`config.mk`:
```
export PLATFORM = sky130hd
export DESIGN_NAME = salc_csr
export DESIGN_NICKNAME = d
export VERILOG_FILES = /design/src/rtl/salc_pkg.sv /design/src/rtl/salc_csr.sv
export SDC_FILE = /design/constraint.sdc
export NUM_CORES = 1
export LEC_CHECK = 0
export BUFFER_PORTS_ARGS = -buffer_cell sky130_fd_sc_hd__buf_4
export CAP_MARGIN = 40
export CELL_PAD_IN_SITES_DETAIL_PLACEMENT = 1
export CELL_PAD_IN_SITES_GLOBAL_PLACEMENT = 2
export CORE_UTILIZATION = 18
export DETAILED_ROUTE_END_ITERATION = 7
export PLACE_DENSITY_LB_ADDON = 0.1
export SYNTH_ARGS = -nofsm -noshare
export SYNTH_HDL_FRONTEND = slang
export SYNTH_SLANG_ARGS = --single-unit
```
`constraint.sdc`:
```
create_clock -name clock -period 0.9 [get_ports clock]
set_input_delay 0.135 -clock clock [delete_from_list [all_inputs] [get_ports clock]]
set_output_delay 0.135 -clock clock [all_outputs]
set_load 0.005 [all_outputs]
```
`src/rtl/salc_pkg.sv`:
```
package salc_pkg;

   localparam int ADDR_W   = 32;
   localparam int TAG_W    = 32;
   localparam int CNT_W    = 32;
   localparam int CSR_AW   = 4;
   localparam int CSR_DW   = 32;

   // register index codes, taken from paddr[3:2]
   localparam logic [1:0] REG_BLOCK_SHIFT = 2'd0;
   localparam logic [1:0] REG_SET_SHIFT   = 2'd1;
   localparam logic [1:0] REG_WAYS_IN_USE = 2'd2;
   localparam logic [1:0] REG_LATENCY     = 2'd3;

   typedef struct packed {
      logic [3:0] block_shift;
      logic [2:0] set_shift;
      logic [2:0] ways_in_use;
      logic [7:0] latency;
   } cfg_type;

   typedef enum logic [1:0] {
      ST_CLEAR,
      ST_IDLE,
      ST_UPDATE
   } state_type;

endpackage

```
`src/rtl/salc_csr.sv`:
```
module salc_csr (
   input  logic                         clock,
   input  logic                         reset,
   input  logic                         csr_psel,
   input  logic                         csr_penable,
   input  logic                         csr_pwrite,
   input  logic [salc_pkg::CSR_AW-1:0]  csr_paddr,
   input  logic [salc_pkg::CSR_DW-1:0]  csr_pwdata,
   output logic [salc_pkg::CSR_DW-1:0]  csr_prdata,
   output logic                         csr_pready,
   output salc_pkg::cfg_type            cfg
);

   salc_pkg::cfg_type cfg_ff;
   salc_pkg::cfg_type cfg_in;
   logic              wr_en;

   assign csr_pready = 1'b1;
   assign wr_en      = csr_psel && csr_penable && csr_pwrite;
   assign cfg        = cfg_ff;

   always_comb begin
      cfg_in = cfg_ff;
      if (wr_en) begin
         case (csr_paddr[3:2])
            salc_pkg::REG_BLOCK_SHIFT: cfg_in.block_shift = csr_pwdata[3:0];
            salc_pkg::REG_SET_SHIFT:   cfg_in.set_shift   = csr_pwdata[2:0];
            salc_pkg::REG_WAYS_IN_USE: cfg_in.ways_in_use = csr_pwdata[2:0];
            salc_pkg::REG_LATENCY:     cfg_in.latency     = csr_pwdata[7:0];
            default:                   cfg_in = cfg_ff;
         endcase
      end
   end

   always_ff @(posedge clock) begin
      if (reset) begin
         cfg_ff.block_shift <= 4'd6;
         cfg_ff.set_shift   <= 3'd6;
         cfg_ff.ways_in_use <= 3'd4;
         cfg_ff.latency     <= 8'd1;
      end else begin
         cfg_ff <= cfg_in;
      end
   end

   always_comb begin
      case (csr_paddr[3:2])
         salc_pkg::REG_BLOCK_SHIFT: csr_prdata = 32'(cfg_ff.block_shift);
         salc_pkg::REG_SET_SHIFT:   csr_prdata = 32'(cfg_ff.set_shift);
         salc_pkg::REG_WAYS_IN_USE: csr_prdata = 32'(cfg_ff.ways_in_use);
         salc_pkg::REG_LATENCY:     csr_prdata = 32'(cfg_ff.latency);
         default:                   csr_prdata = '0;
      endcase
   end

endmodule

```
### Yosys cells after proc, flatten, opt, wreduce, memory -nomap -nowiden

Cells that the tools add are included.

| storage, ports and cells | value |
|---|---|
| logic and storage cells | 15 |
| output and inout port bits | 51 |
| input bits | 41 |
| register bits | 18 |

| cells by class | value |
|---|---|
| multiplexer cells | 1 |
| equality and inequality tests | 3 |
| reduce and logical (&&, ||, !) cells | 7 |

Operators by type and width:

| kind | count |
|---|---|
| 32-bit one-hot mux with 4 select lines | 1 |
| 2-bit AND reduction | 4 |
| 2-bit == test (second input constant) | 2 |
| 2-bit by 1-bit == test with 1-bit output (second input constant) | 1 |
| 1-bit logical AND | 2 |
| 2-bit zero test | 1 |

### Longest topological paths before layout

| depth | value |
|---|---|
| depth after elaboration | 3 |
| depth in mapped cells | 4 |
| depth with buffers taken out | 3 |

### Least setup slack after synthesis

OpenSTA, ideal clock, no wires.

| timing | value |
|---|---|
| kind | register to output |
| from | register cfg_ff (netlist bit cfg[1]) |
| to | output port csr_prdata[1] (netlist name) |
| required time | 0.765 ns |
| slack | -0.011 ns |
| cell stages (with the launch flop) | 2 |
| path buffers | 0 |
| arrival time | 0.776 ns |
| path through | dfxtp_1 -> mux4_2 |

| on the way | value |
|---|---|
| word-level cells in the longest chain between the ends | 1 |

Ends and longest elaborated chain:

| what | RTL line | text |
|---|---|---|
| from (decl) | salc_csr.sv:14 | `salc_pkg::cfg_type cfg_ff;` |
| from (signal assigned) | salc_csr.sv:42 | `cfg_ff <= cfg_in;` |
| 32-bit one-hot mux with 4 select lines | salc_csr.sv:47 | `case (csr_paddr[3:2])` |
| to (decl) | salc_csr.sv:9 | `output logic [salc_pkg::CSR_DW-1:0] csr_prdata,` |

No other way between the ends. The select of a mux whose other input is x is not followed.

### Worst setup path in the final report

| timing | value |
|---|---|
| from | register cfg_ff (netlist bit cfg[0]) |
| to | output port csr_prdata[0] (netlist name) |

The elaborated chain is that of the path after synthesis.

==> flow_summary.yaml <==
outcome:
  outcome: "complete, but fails checks"
  failed_checks: "negative setup slack"
route:
  routed_wirelength_mm: 3.05
  vias: 941
  drc: 0
  post_drt_wl_per_cell_um: 11.9
  ant_nets: 0
  via_per_inst: 3.68
  drtPass1Iterations: 2
  drtIter0Drc: 7
global_routing:
  grt_pass1_wl_mm: 4.55
  grt_start_max_net_pins: 30
  grtUsageTotal_pct: 9.30
  grt-ovfl-total: 0
  antenna_found_initial: 0
  grt_pass1_vias: 947
finish:
  seqCellArea_sq_um: 383
  multi_input_area_sq_um: 647
  antenna_cells: 0
  utilization_pct: 31.1
  final_layout_size_suffix_gt1_share_pct: 58.0
  synthToLayoutAreaGrowth_pct: 64.3
  largest_reg_flops: 18
  nNetsFinal: 223
  fillers: 678
setup_path:
  worstSetupPathType: "reg2out"
  cp.required_ps: 760
  critPathTopFamily: "multiplexers"
  cp.arrival_ps: 1180
  critPathMaxStageDelay_ps: 470
  cp_max_fo: 2
  cp_cell_sequence: "mux4_2, buf_6"
  cp.buffers_inverters: 1
  start_kind: "register"
  cp-end-kind: "output pin"
  slowest_stage: "mux4_2"
logic_synthesis:
  synth_edf_count: 0
  ys.flop_type: "dfxtp_1"
  async_reset_ff_share_pct: 0
  synthDistinctLibCells: 18
  synth.largest_area_cell: "dfxtp_1"
  synth_top_area_share_pct: 31.8
  synth_area_leaders: "dfxtp_1 32%, buf_4 17%, mux2i_1 16%"
  yosysSeqAreaShare_pct: 31.8
  synth_cells: 115
  ys_warn_count: 0
  synth-seq-cells: 18
  syn_avg_cell_area_sq_um: 9.86
  synth_area_sq_um: 1130
clock_network:
  cts_max_level: 1
  clock_latency_ps: 250
  cts_tree: "yes"
  clkSinkCount: 18
  cts_inserted_buffers: 3
  cts.path.max_buffers: 2
  clk_pin_slew_ps: 70
  cts-root-buf: "clkbuf_8"
placement:
  dp.final_hpwl_mm: 2.35
  port_buffers: 40
  gp_congestion: 0.631
pwr:
  p_leak_nw: 0.848
  total_power_w: 0.00180
  ir_worst_vdd_v: 0.000384
  p_per_area_nw_per_um2: 965
sta:
  setup_violations: 24
  setup_ws_ps: -418
  fmax_ghz: 0.759
  hold_viol: 0
  fin_crit_sh_pct: 146
  skew_ps: 0
  slew_viol_final: 0
  rsz0062_at_grt: "yes"
  fin_crit_ps: 1320
floorplanning:
  start_util_pct: 18.9
  core-area_sq_um: 5990
  fp.dieW_um: 81.4
  io_pins: 92
  die-area_sq_um: 6620
  dieHeight_um: 81.4
  rows: 28
run:
  drv_cap: 0
hold_path:
  hold_class: "in2reg"
[cells in the final DEF (no fill, tap or decap), types with 3 or more instances in the layout]
master    instances
and3_4            5
buf_4            30
buf_6            39
clkbuf_8          4
conb_1           25
dfxtp_2          18
mux2i_1          18
mux4_2            3
nand2b_1         20
nor2_1           10
[cells by family after synthesis]
group / share of synthesized area, %
buffers and inverters: 20.8
muxes: 21.9
DFF: 31.8
and+or+nand+nor: 24.9
other: 0.662
[synthesized netlist by cell type, types with 2 or more instances]
cell      count
and3_2        4
buf_2         2
buf_4        25
buf_6         3
conb_1        2
dfxtp_1      18
mux2i_1      18
mux4_2        3
nand2_1       2
nand2b_1     20
nand3_1       2
nor2_1       10
[worst reg2reg max path, stage by stage (launching register included)]
cell	delay [ps]
dfxtp_2	330
buf_4	120
buf_6	100
buf_6	100
nand2b_1	60
mux2i_1	60
[final timing paths]
| path | slack, ps | from | cells after the start | end |
|---|---|---|---|---|
| setup reg to reg | 30 | cfg[1] | 5 | cfg[1] |
| hold reg to reg | 490 | cfg[17] | 2 | cfg[17] |
| hold / removal | 140 | csr_pwdata[6] | 3 | cfg[6] |
| setup / recovery | -420 | cfg[0] | 2 | csr_prdata[0] |
[through the flow]
stage          TNS (ps)  setup slack [ps]  area [sq um]  hold WS (ps)  std cells
2_1_floorplan     -20.3             -6.78          1220           283        138
3_3_place_gp      -2570              -180          1540           411        241
3_5_place_dp      -2790              -181          1540           415        241
4_1_cts           -2570              -428          1790           134        250
5_1_grt           -3200              -453          1860           142        256
6_report          -2400              -418          1860           138        256
[timing repair]
item / CTS / global route
resized for setup: 53 / 10
pin swaps: 0 / 1
buffers inserted: 5 / 9
setup endpoints to repair: 20 / 26
endpoints found under the hold margin: 0 / 0
hold buffers: 0 / 0
[cell type report]
type	instances	share of cell area [%]
tap	75	5.04
sequential	18	20.6
multi-input combinational	89	34.7
timing repair buffer	70	36.7
clock buffer	4	2.95
[power breakdown]
group,internal [W],switching [W]
clock,0.000389,0.000295
sequential,0.000808,0.00000716
combinational,0.000165,0.000134
total,0.00136,0.000436
[metal layers]
| metal | global-route usage [%] | wire length, um |
|---|---|---|
| met5 | 0 | 0 |
| met1 | 10.9 | 1190 |
| met4 | 2.14 | 40 |
| met3 | 2.02 | 136 |
| met2 | 16.9 | 1680 |
(Power assumes the default switching activity.)
