[config.mk]
export PLATFORM = sky130hd
export DESIGN_NAME = salc_front
export DESIGN_NICKNAME = d
export VERILOG_FILES = /design/src/rtl/salc_pkg.sv /design/src/rtl/salc_front.sv
export SDC_FILE = /design/constraint.sdc
export NUM_CORES = 1
export LEC_CHECK = 0
export ABC_AREA = 0
export BUFFER_PORTS_ARGS = -buffer_cell sky130_fd_sc_hd__buf_4
export CAP_MARGIN = 5
export CORE_MARGIN = 1
export CORE_UTILIZATION = 51
export DETAILED_ROUTE_END_ITERATION = 8
export HOLD_SLACK_MARGIN = 0.06
export PLACE_DENSITY = 0.73
export SETUP_SLACK_MARGIN = 0.15
export SLEW_MARGIN = 40
export SYNTH_ARGS = -nofsm -noshare
export SYNTH_HDL_FRONTEND = slang
export SYNTH_SLANG_ARGS = --single-unit
[constraint.sdc]
create_clock -name clock -period 3.3 [get_ports clock]
set_input_delay 0.165 -clock clock [delete_from_list [all_inputs] [get_ports clock]]
set_output_delay 0.165 -clock clock [all_outputs]
set_load 0.01 [all_outputs]
[src/rtl/salc_pkg.sv]
package salc_pkg;

   localparam int ADDR_W   = 32;
   localparam int TAG_W    = 32;
   localparam int CNT_W    = 32;
   localparam int CSR_AW   = 4;
   localparam int CSR_DW   = 32;

   // register index codes, taken from paddr[3:2]
   localparam logic [1:0] REG_BLOCK_SHIFT = 2'd0;
   localparam logic [1:0] REG_SET_SHIFT   = 2'd1;
   localparam logic [1:0] REG_WAYS_IN_USE = 2'd2;
   localparam logic [1:0] REG_LATENCY     = 2'd3;

   typedef struct packed {
      logic [3:0] block_shift;
      logic [2:0] set_shift;
      logic [2:0] ways_in_use;
      logic [7:0] latency;
   } cfg_type;

   typedef enum logic [1:0] {
      ST_CLEAR,
      ST_IDLE,
      ST_UPDATE
   } state_type;

endpackage

[src/rtl/salc_front.sv]
module salc_front #(
   parameter int SETS = 64
) (
   input  logic                               clock,
   input  logic                               reset,
   input  logic                               req_valid,
   output logic                               req_ready,
   input  logic [salc_pkg::ADDR_W-1:0]        req_address,
   input  salc_pkg::cfg_type                  cfg,
   input  logic                               hold,
   output logic                               q_valid,
   input  logic                               q_pop,
   output logic [((SETS > 1) ? $clog2(SETS) : 1)-1:0] q_set,
   output logic [salc_pkg::TAG_W-1:0]         q_tag
);

   localparam int SET_W  = (SETS > 1) ? $clog2(SETS) : 1;
   localparam int SS_MAX = $clog2(SETS + 1) - 1;

   logic [3:0]                 ss_eff;
   logic [salc_pkg::ADDR_W-1:0] blk;
   logic [salc_pkg::ADDR_W-1:0] set_mask;
   logic [SET_W-1:0]           set_idx;
   logic [salc_pkg::TAG_W-1:0] tag;
   logic                       push;

   logic [SET_W-1:0]           ent_set_ff [2];
   logic [salc_pkg::TAG_W-1:0] ent_tag_ff [2];
   logic                       wr_ptr_ff;
   logic                       wr_ptr_in;
   logic                       rd_ptr_ff;
   logic                       rd_ptr_in;
   logic [1:0]                 count_ff;
   logic [1:0]                 count_in;

   // clamp set_shift so that the sets in use fit the array
   always_comb begin
      ss_eff   = ({1'b0, cfg.set_shift} > 4'(SS_MAX)) ? 4'(SS_MAX) : {1'b0, cfg.set_shift};
      blk      = req_address >> cfg.block_shift;
      set_mask = (32'd1 << ss_eff) - 32'd1;
      set_idx  = SET_W'(blk & set_mask);
      tag      = blk >> ss_eff;
   end

   assign req_ready = (count_ff != 2'd2) && !hold;
   assign push      = req_valid && req_ready;
   assign q_valid   = (count_ff != 2'd0);
   assign q_set     = ent_set_ff[rd_ptr_ff];
   assign q_tag     = ent_tag_ff[rd_ptr_ff];

   always_comb begin
      wr_ptr_in = push  ? !wr_ptr_ff : wr_ptr_ff;
      rd_ptr_in = q_pop ? !rd_ptr_ff : rd_ptr_ff;
      count_in  = count_ff + 2'(push) - 2'(q_pop);
   end

   always_ff @(posedge clock) begin
      if (reset) begin
         wr_ptr_ff <= 1'b0;
         rd_ptr_ff <= 1'b0;
         count_ff  <= 2'd0;
      end else begin
         wr_ptr_ff <= wr_ptr_in;
         rd_ptr_ff <= rd_ptr_in;
         count_ff  <= count_in;
      end
   end

   always_ff @(posedge clock) begin
      if (push) begin
         ent_set_ff[wr_ptr_ff] <= set_idx;
         ent_tag_ff[wr_ptr_ff] <= tag;
      end
   end

endmodule

* Word-level counts from Yosys, hierarchy flattened *
Memory sizes are Yosys's and may differ from the RTL's. A register that Yosys moved wholly into a read port is not among the register bits.
Cells that the tools add are included.

word-level totals
  register bits = 4
  memories kept = 2
  bits in writable memories = 76

cells by class
  $add $sub $neg = 3
  $lt $le $gt $ge = 1
  muxes and demuxes = 7
  equality and inequality tests = 1
  reductions and logical operators = 6
  shifts and indexed selects = 3
  bitwise operators = 1

memory list
  memory      depth  width  rd ports  clocked after Yosys merged registers in  wr ports  RTL line          RTL
  ent_tag_ff  2      32     1         1                                        1         salc_front.sv:28  logic [salc_pkg::TAG_W-1:0] ent_tag_ff [2];
  ent_set_ff  2      6      1         1                                        1         salc_front.sv:27  logic [SET_W-1:0] ent_set_ff [2];

operator list
  cell                                                   count
  >> shifter 32 x 3 -> 32 bit                            1
  >> shifter 32 x 4 -> 32 bit                            1
  bitwise AND 6 bit                                      1
  two-way mux 1 bit                                      6
  left shift 1 x 3 -> 6 bit (first input constant)       1
  subtractor 6 x 1 -> 6 bit (second input constant)      1
  greater-than comparator 3 bit (second input constant)  1
  logical NOT 1 bit                                      3
  two-way mux 3 bit                                      1
  adder 2 x 1 -> 2 bit                                   1
  logical AND 1 bit                                      2
  != test 2 bit (second input constant)                  1
  nonzero test 2 bit                                     1
  subtractor 2 x 1 -> 2 bit                              1

* Longest topological paths before layout *
Gate-level depths: netlist (run 1).

  depth in word-level cells = 5
  depth in mapped cells = 9
  gate-level depth less buffers = 7

* Worst setup path after synthesis (run 1) *
OpenSTA, ideal clock, no wires.

  path kind = reg2reg
  from = register count_ff[0]
  to = memory ent_set_ff[0][0] in the netlist's numbering (enable)
  cell stages (with the launch flop) = 5
  data arrival time = 2412 ps
  period minus slack after synthesis = 2845 ps
  data required time = 2867 ps
  buffers on the path = 0
  setup slack = 455 ps
  cell sequence = dfxtp_1 inv_1 a21oi_1 nand2_1 nor2_1

between the ends
  longest elaborated chain between the ends = 5

ends and longest elaborated chain
  item                                     RTL line          RTL
  start, declared                          salc_front.sv:33  logic [1:0] count_ff;
  start signal, assigned                   salc_front.sv:65  count_ff <= count_in;
  != test 2 bit                            salc_front.sv:45  assign req_ready = (count_ff != 2'd2) && !hold;
  logical AND 1 bit                        salc_front.sv:45
  net req_ready                            salc_front.sv:7   output logic req_ready,
  logical AND 1 bit                        salc_front.sv:46  assign push = req_valid && req_ready;
  two-way mux 1 bit                        salc_front.sv:70  if (push) begin
  two-way mux 1 bit (implied by the code)  salc_front.sv:71  ent_set_ff[wr_ptr_ff] <= set_idx;
  end, declared                            salc_front.sv:27

The timed path passes the listed nets, and every way through them passes these cells.

* Worst setup path after layout (run 1) *
  from = input cfg[15] in the netlist's numbering
  to = memory ent_tag_ff[1][18] in the netlist's numbering, data pin

between the ends
  longest elaborated chain between the ends = 2

ends and longest elaborated chain
  item                         RTL line          RTL
  start, declared              salc_front.sv:9   input salc_pkg::cfg_type cfg,
  >> shifter 32 x 4 -> 32 bit  salc_front.sv:39  blk = req_address >> cfg.block_shift;
  >> shifter 32 x 3 -> 32 bit  salc_front.sv:42  tag = blk >> ss_eff;
  net tag, one bit             salc_front.sv:24  logic [salc_pkg::TAG_W-1:0] tag;
  end, declared                salc_front.sv:28

The timed path passes the listed nets, and every way through them passes these cells.

==> results.sh, run 1 <==
export IMPL_status="finished with violations"
export IMPL_violations="design-rule violations"
export IMPL_finalCritPeriodShare=0.752
export IMPL_ys_ff_latch=81
export IMPL_tightest_slew_ns=0.666
export IMPL_grt_pass1_wl_mm=27.3
export IMPL_rows=39
export IMPL_post_route_util=0.616
export IMPL_synthTopCellsByArea="edfxtp_1 37%, mux2_2 11%, mux4_2 6.3%"
export IMPL_drc=14
export IMPL_clkSlewWorstSetupHoldPaths_ns=0.06
export IMPL_io_buffers=83
export IMPL_max_freq_ghz=0.403
export IMPL_fin_tns_setup_ns=0
export IMPL_crit_path_cell_trace="buf_4 > inv_1 > mux4_2 > mux2i_2 > o2bb2ai_1 > o22ai_1 > a21oi_1"
export IMPL_holdPathEnd="rd_ptr_ff"
export IMPL_stdcell_area_sq_um=7130
export IMPL_r2r_end="ent_tag_ff[0][20]"
export IMPL_crit_buf_inv=2
export IMPL_routedWlPerCell_microns=21.0
export IMPL_slowest_delay_ns=0.64
export IMPL_hold_path_depth=3
export IMPL_crit_slowest_cell="mux4_2"
export IMPL_rsz0062_at_grt="false"
export IMPL_dr_max_layer_used="met4"
export IMPL_coreArea_sq_um=11600
export IMPL_cp_end_kind="register"
export IMPL_ioPinCount=95
export IMPL_vias=5407
export IMPL_nFillCells=967
export IMPL_drtIter0Drc=585
export IMPL_multi_input_area_sq_um=3500
export IMPL_drive_above_1_share=0.307
export IMPL_synth_top_cell_area_share=0.374
export IMPL_hold_viol_final=0
export IMPL_min_period_ns=2.48
export IMPL_p_per_area_nw_per_um2=460
export IMPL_hp_start="q_pop"
export IMPL_setup_viol=0
export IMPL_cp_start_kind="primary input"
export IMPL_finalMaxSlewViolations=0
export IMPL_m1WireLength_mm=7.70
export IMPL_clk_latency_ns=0.34
export IMPL_antenna_found_initial=0
export IMPL_via_per_inst=6.67
export IMPL_seq_area_frac_synth=0.390
export IMPL_htreeDepth=3
export IMPL_ant_nets=0
export IMPL_cts_tree="built"
export IMPL_post_cts_resized=0
export IMPL_gp_routability_congestion=1.03
export IMPL_synthFlopType="edfxtp_1"
export IMPL_die_w_microns=111
export IMPL_cellLeakagePower_nw=2.66
export IMPL_cts_setup_buffers=0
export IMPL_grt_use_total=0.279
export IMPL_critPathKind="primary input to register"
export IMPL_ctsHoldBuffers=1
export IMPL_grt_max_degree=44
export IMPL_syn2layout_area_growth_pct=16.7
export IMPL_ir_worst_vdd_uv=232
export IMPL_cts_root_buf="clkbuf_16"
export IMPL_required_ns=3.45
export IMPL_worstRegToRegCells=5
export IMPL_initial_utilization=0.528
export IMPL_wl_met2_mm=7.63
export IMPL_synth_area_per_cell_sq_um=10.2
export IMPL_synth_edff_count=76
export IMPL_post_dp_hpwl_mm=12.7
export IMPL_synthDistinctLibCells=69
export IMPL_drt_pre_antenna_iters=8
export IMPL_seqCellArea_sq_um=2380
export IMPL_yosys_warnings=0
export IMPL_postRouteWirelength_mm=17.0
export IMPL_yosys_area_top_type="edfxtp_1"
export IMPL_cts_buffer_depth=2
export IMPL_r2r_setup_slack_ns=1.59
export IMPL_cts_made_buffers=9
export IMPL_first_global_vias=5095
export IMPL_n_antenna_cell=0
export IMPL_reg2reg_from="count_ff[0]"
export IMPL_grt_ovfl_total=0
export IMPL_netlist_area_sq_um=6100
export IMPL_fin_skew_ns=0.00531
export IMPL_maxCapViolCount=0
export IMPL_crit_family="multiplexers"
export IMPL_synth_nets=655
export IMPL_synth_async_reset_ratio=0
export IMPL_fp_dieArea_sq_um=12400
export IMPL_crit_fanout=31
export IMPL_critical_path_arrival_ns=2.63
export IMPL_die_h_microns=111
export IMPL_hp_class="primary input to register"
export IMPL_nets=720
export IMPL_maxSlewHeadroom=0.551
export IMPL_numClockSinks=81
export IMPL_dr_wl_met3_mm=1.18
export IMPL_postPlaceCellArea_sq_um=6790
export IMPL_netlist_instances=598
## metrics by stage
stage          hold slack [ns]  worst slack (ns)  power (mW)  instances
6_report                 0.112             0.819        3.28        811
5_1_grt                  0.119             0.663        3.41        811
4_1_cts                  0.105             0.832        3.28        811
3_5_place_dp             0.370             0.500        2.23        794
3_3_place_gp             0.366             0.596        2.21        794
2_1_floorplan            0.237             0.455        1.90        598
## worst max path at each step
stage / to / depth (start not counted) / start / slack, ns
detailed placement: ent_tag_ff[1][18] / 7 / cfg[15] / 0.50
CTS: ent_tag_ff[1][18] / 7 / cfg[15] / 0.83
finish: ent_tag_ff[1][18] / 7 / cfg[15] / 0.82
global placement: ent_tag_ff[0][16] / 7 / cfg[15] / 0.60
global route: ent_tag_ff[1][18] / 7 / cfg[15] / 0.66
floorplan: ent_set_ff[0][0] / 4 / count_ff[0] / 0.45
## sequential cells by signal, indices dropped and copies added (netlist names), named ones only
name,count
count_ff,2
ent_set_ff,12
ent_tag_ff,64
rd_ptr_ff,1
wr_ptr_ff,1
## metal layers
metal  global-route usage  vias to the layer above
li1                     -                     2475
met1                0.407                     2606
met2                0.425                      288
met3               0.0376                       38
met4                0.102                        0
met5                    0                        -
## worst reg2reg max path, cell delays in order (launching register included)
cell	delay (ns)
dfxtp_1	0.32
inv_1	0.05
a21oi_1	0.21
nand2_1	0.17
nor2_4	0.10
buf_4	0.44
## placed cells by master, fill, tap and decap left out, types with 14 or more instances in the layout
master and count:
a21oi_1 15, o22ai_1 19, nor3_1 14, nand3_1 25
o21ai_0 21, mux2i_1 32, nor2_1 61, nand2_1 56
a22oi_1 15, edfxtp_1 76, buf_4 94, mux2_2 57
mux4_2 17
## layout make-up
type / count / share of cell area
multi-input cells: 468 / 0.491
flip-flops and latches: 81 / 0.334
repair buffers: 95 / 0.100
clock buffers: 9 / 0.0316
well taps: 143 / 0.0251
clock inverters: 7 / 0.0132
inverters: 8 / 0.00421
## cells by family (layout without fill, tap and decap cells)
group / count (synthesis) / count (layout) / share of synthesized area
flops: 81 / 81 / 0.390
buf+inv: 49 / 119 / 0.0383
mux: 110 / 110 / 0.230
compound gates: 134 / 134 / 0.158
fa+ha+maj: 2 / 2 / 0.00410
xor+xnor: 4 / 4 / 0.00574
simple gates: 218 / 218 / 0.174
## synthesized netlist by cell type (7+ instances only)
cell type  instances
mux2_2            57
a22oi_1           15
nand2b_1           9
a211oi_1           9
mux2i_1           32
nand3_1           25
edfxtp_1          76
nor2b_1            8
nand4_1            8
o21ai_0           21
nor2_1            62
a21oi_1           15
o22ai_1           19
buf_2              7
clkbuf_1          23
mux4_2            17
nand2_1           56
nor3_1            15
## where the power goes
group / total, mW / internal (mW) / switching, mW / leakage, nW
logic: 0.973 / 0.411 / 0.562 / 1.77
registers: 1.25 / 1.23 / 0.0195 / 0.739
clock network: 1.06 / 0.662 / 0.395 / 0.153
total: 3.28 / 2.30 / 0.977 / 2.66
Power figures use the tool's default switching activity.
==> inputs of run 2 (changes only) <==
Settings changed: ABC_AREA 0 to 1, PLACE_DENSITY 0.73 to 0.77.
Clock period 3.3 ns to 2.1 ns, I/O delays scaled along.
==> run 2 against run 1 <==
Compared with the run above: the run now ends clean; total power rose by 30%; first-iteration DRC count decreased by 13%; non-clock buffer count increased by 9; die area shrank 12%; clock power is essentially flat; register-to-register slack lost 1.1 ns; sequential power grew 54%; sequential share of layout area rose by 3.8 points; via count fell by 1.7%; wire length shrank 17%; design area decreased by 10%; critical endpoint is now q_tag[2]; highest routed layer unchanged.
==> results.sh, run 2 <==
export IMPL_status="finished, final reports clean"
export IMPL_synth_edff_count=76
export IMPL_synth_simple_area_share=0.405
export IMPL_cts_tree="built"
export IMPL_cts_buffer_depth=2
export IMPL_post_dp_hpwl_mm=10.7
export IMPL_synthDistinctLibCells=25
export IMPL_synthTopCellsByArea="edfxtp_1 42%, nand3_1 28%, nand2_1 9.5%"
export IMPL_setup_viol=0
export IMPL_first_global_vias=4836
export IMPL_initial_utilization=0.524
export IMPL_nets=799
export IMPL_dr_wl_met3_microns=884
export IMPL_min_period_ns=1.68
export IMPL_hold_viol_final=0
export IMPL_yosys_warnings=0
export IMPL_ys_ff_latch=81
export IMPL_required_ns=2.00
export IMPL_synth_area_per_cell_sq_um=8.00
export IMPL_hold_path_depth=3
export IMPL_drtIter0Drc=507
export IMPL_die_w_microns=105
export IMPL_synth_compound_area_frac=0.0132
export IMPL_nFillCells=916
export IMPL_postRouteWirelength_mm=14.1
export IMPL_tightest_slew_ns=0.403
export IMPL_io_buffers=83
export IMPL_htreeDepth=3
export IMPL_dp_slack_ns=0.336
export IMPL_drc=0
export IMPL_fp_dieArea_sq_um=11000
export IMPL_final_cells=883
export IMPL_grt_pass1_wl_mm=23.0
export IMPL_synth_area_mux_share=0.0794
export IMPL_synth_top_cell_area_share=0.423
export IMPL_rsz0062_at_grt="false"
export IMPL_maxSlewHeadroom=0.731
export IMPL_largest_reg_flops=64
export IMPL_ant_nets=0
export IMPL_grt_ovfl_total=0
export IMPL_gp_routability_congestion=0.949
export IMPL_netlist_area_sq_um=5390
export IMPL_fin_skew_ns=0.00726
export IMPL_path_common_cell="buf_4"
export IMPL_drive_above_1_share=0.216
export IMPL_synth_async_reset_ratio=0
export IMPL_dpl_cell_count=865
export IMPL_dr_max_layer_used="met4"
export IMPL_clkSlewWorstSetupHoldPaths_ns=0.08
export IMPL_synthFlopType="edfxtp_1"
export IMPL_hp_start="cfg[11]"
export IMPL_reg2reg_from="count_ff[0]"
export IMPL_critPathKind="register to output pin"
export IMPL_final_common_cell="nand3_1"
export IMPL_numClockSinks=81
export IMPL_reg_top3="ent_tag_ff (64), ent_set_ff (12), count_ff (2)"
export IMPL_grt_use_total=0.263
export IMPL_worst_slack_ns=0.415
export IMPL_vias=5315
export IMPL_cts_root_buf="clkbuf_8"
export IMPL_max_freq_ghz=0.594
export IMPL_via_per_inst=6.02
export IMPL_crit_fanout=27
export IMPL_holdPathEnd="ent_set_ff[0][2]"
export IMPL_drt_pre_antenna_iters=5
export IMPL_top_register="ent_tag_ff"
export IMPL_cp_end_kind="output pin"
export IMPL_netlist_instances=674
export IMPL_cts_made_buffers=9
export IMPL_synth_xor_area_share=0.00325
export IMPL_crit_buf_inv=2
export IMPL_finalCritPeriodShare=0.802
export IMPL_rows=37
export IMPL_coreArea_sq_um=10300
export IMPL_seq_area_frac_synth=0.442
export IMPL_worstRegToRegCells=5
export IMPL_crit_slowest_cell="mux2_2"
export IMPL_critical_path_arrival_ns=1.58
export IMPL_p_per_area_nw_per_um2=665
export IMPL_wl_met2_mm=6.66
export IMPL_finalMaxSlewViolations=0
export IMPL_synth_nets=731
export IMPL_clk_latency_ns=0.36
export IMPL_crit_family="buffers and inverters"
export IMPL_hp_class="primary input to register"
export IMPL_grt_max_degree=40
export IMPL_yosys_area_top_type="edfxtp_1"
export IMPL_syn2layout_area_growth_pct=18.7
export IMPL_die_h_microns=105
export IMPL_crit_path_cell_trace="buf_4 > mux2_2 > buf_4"
export IMPL_n_antenna_cell=0
export IMPL_cellLeakagePower_nw=2.69
export IMPL_synth_common_cells="306 x nand3_1, 137 x nand2_1, 76 x edfxtp_1, 38 x mux2_2, 19 x nor2_1"
export IMPL_m1WireLength_mm=6.36
export IMPL_synth_fa_ha_area_frac=0.00464
export IMPL_final_cell_mix="306 x nand3_1, 137 x nand2_1, 97 x buf_4"
export IMPL_yosys_cell_count_top_type="nand3_1"
export IMPL_ioPinCount=95
export IMPL_cp_start_kind="register"
export IMPL_synth_top_family_by_area="simple AND/OR/NAND/NOR gates"
export IMPL_ir_worst_vdd_uv=395
export IMPL_r2r_setup_slack_ns=0.54
export IMPL_slowest_delay_ns=0.39
export IMPL_r2r_end="ent_set_ff[0][5]"
export IMPL_antenna_found_initial=0
export IMPL_maxCapViolCount=0
export IMPL_routedWlPerCell_microns=16.0
-- run 2: worst min-delay path, cell delays in order --
cell and delay [ns]:
buf_4 0.10, a21oi_1 0.06, nor2_1 0.15
-- run 2: per-stage QoR --
step                setup TNS, ns  total power, mW   util  hold WS (ns)  cell area (sq um)
floorplan                   -8.15             2.75      -         0.176               5390
global placement                0             3.15  0.602         0.303               6190
detailed placement              0             3.19  0.602         0.315               6190
CTS                             0             4.26  0.622         0.177               6400
global route                    0             4.45  0.622         0.190               6400
finish                          0             4.25  0.622         0.200               6400
-- run 2: logic make-up after synthesis --
family,count (synthesis)
AO/OA/AOI/OAI,13
XOR/XNOR,2
adder cells (fa/ha/maj),2
buffers and inverters,65
flip-flops,81
multiplexers,38
AND/OR/NAND/NOR,473
-- run 2: how the worst max path moves through the flow --
stage,cells after the start,endpoint
final,3,q_tag[2]
after global routing,3,q_tag[2]
after CTS,3,q_tag[4]
after detailed placement,11,ent_tag_ff[0][8]
after global placement,11,ent_tag_ff[0][8]
after floorplan,4,ent_set_ff[1][0]
-- run 2: metal layers --
layer,vias up,global-route usage
met5,-,0
met4,0,0.0755
li1,2560,-
met1,2484,0.362
met3,23,0.0405
met2,248,0.431
-- run 2: layout make-up --
type	instances	area (sq um)	area share
Multi-Input combinational cell	528	2740	0.429
Sequential cell	81	2380	0.372
Clock inverter	6	58.8	0.00919
Inverter	18	67.6	0.0106
Clock buffer	10	128	0.0200
Tap cell	136	170	0.0266
Timing Repair Buffer	104	848	0.133
-- run 2: timing repair --
item / 4_1_cts / 5_1_grt
endpoints found under the hold margin: 5 / 0
resized for setup: 0 / 0
hold buffers: 2 / 0
buffers inserted: 0 / 0
-- run 2: power breakdown --
part,internal [mW],switching (mW)
clock network,0.541,0.540
registers,1.90,0.0255
logic,0.501,0.744
total,2.94,1.31
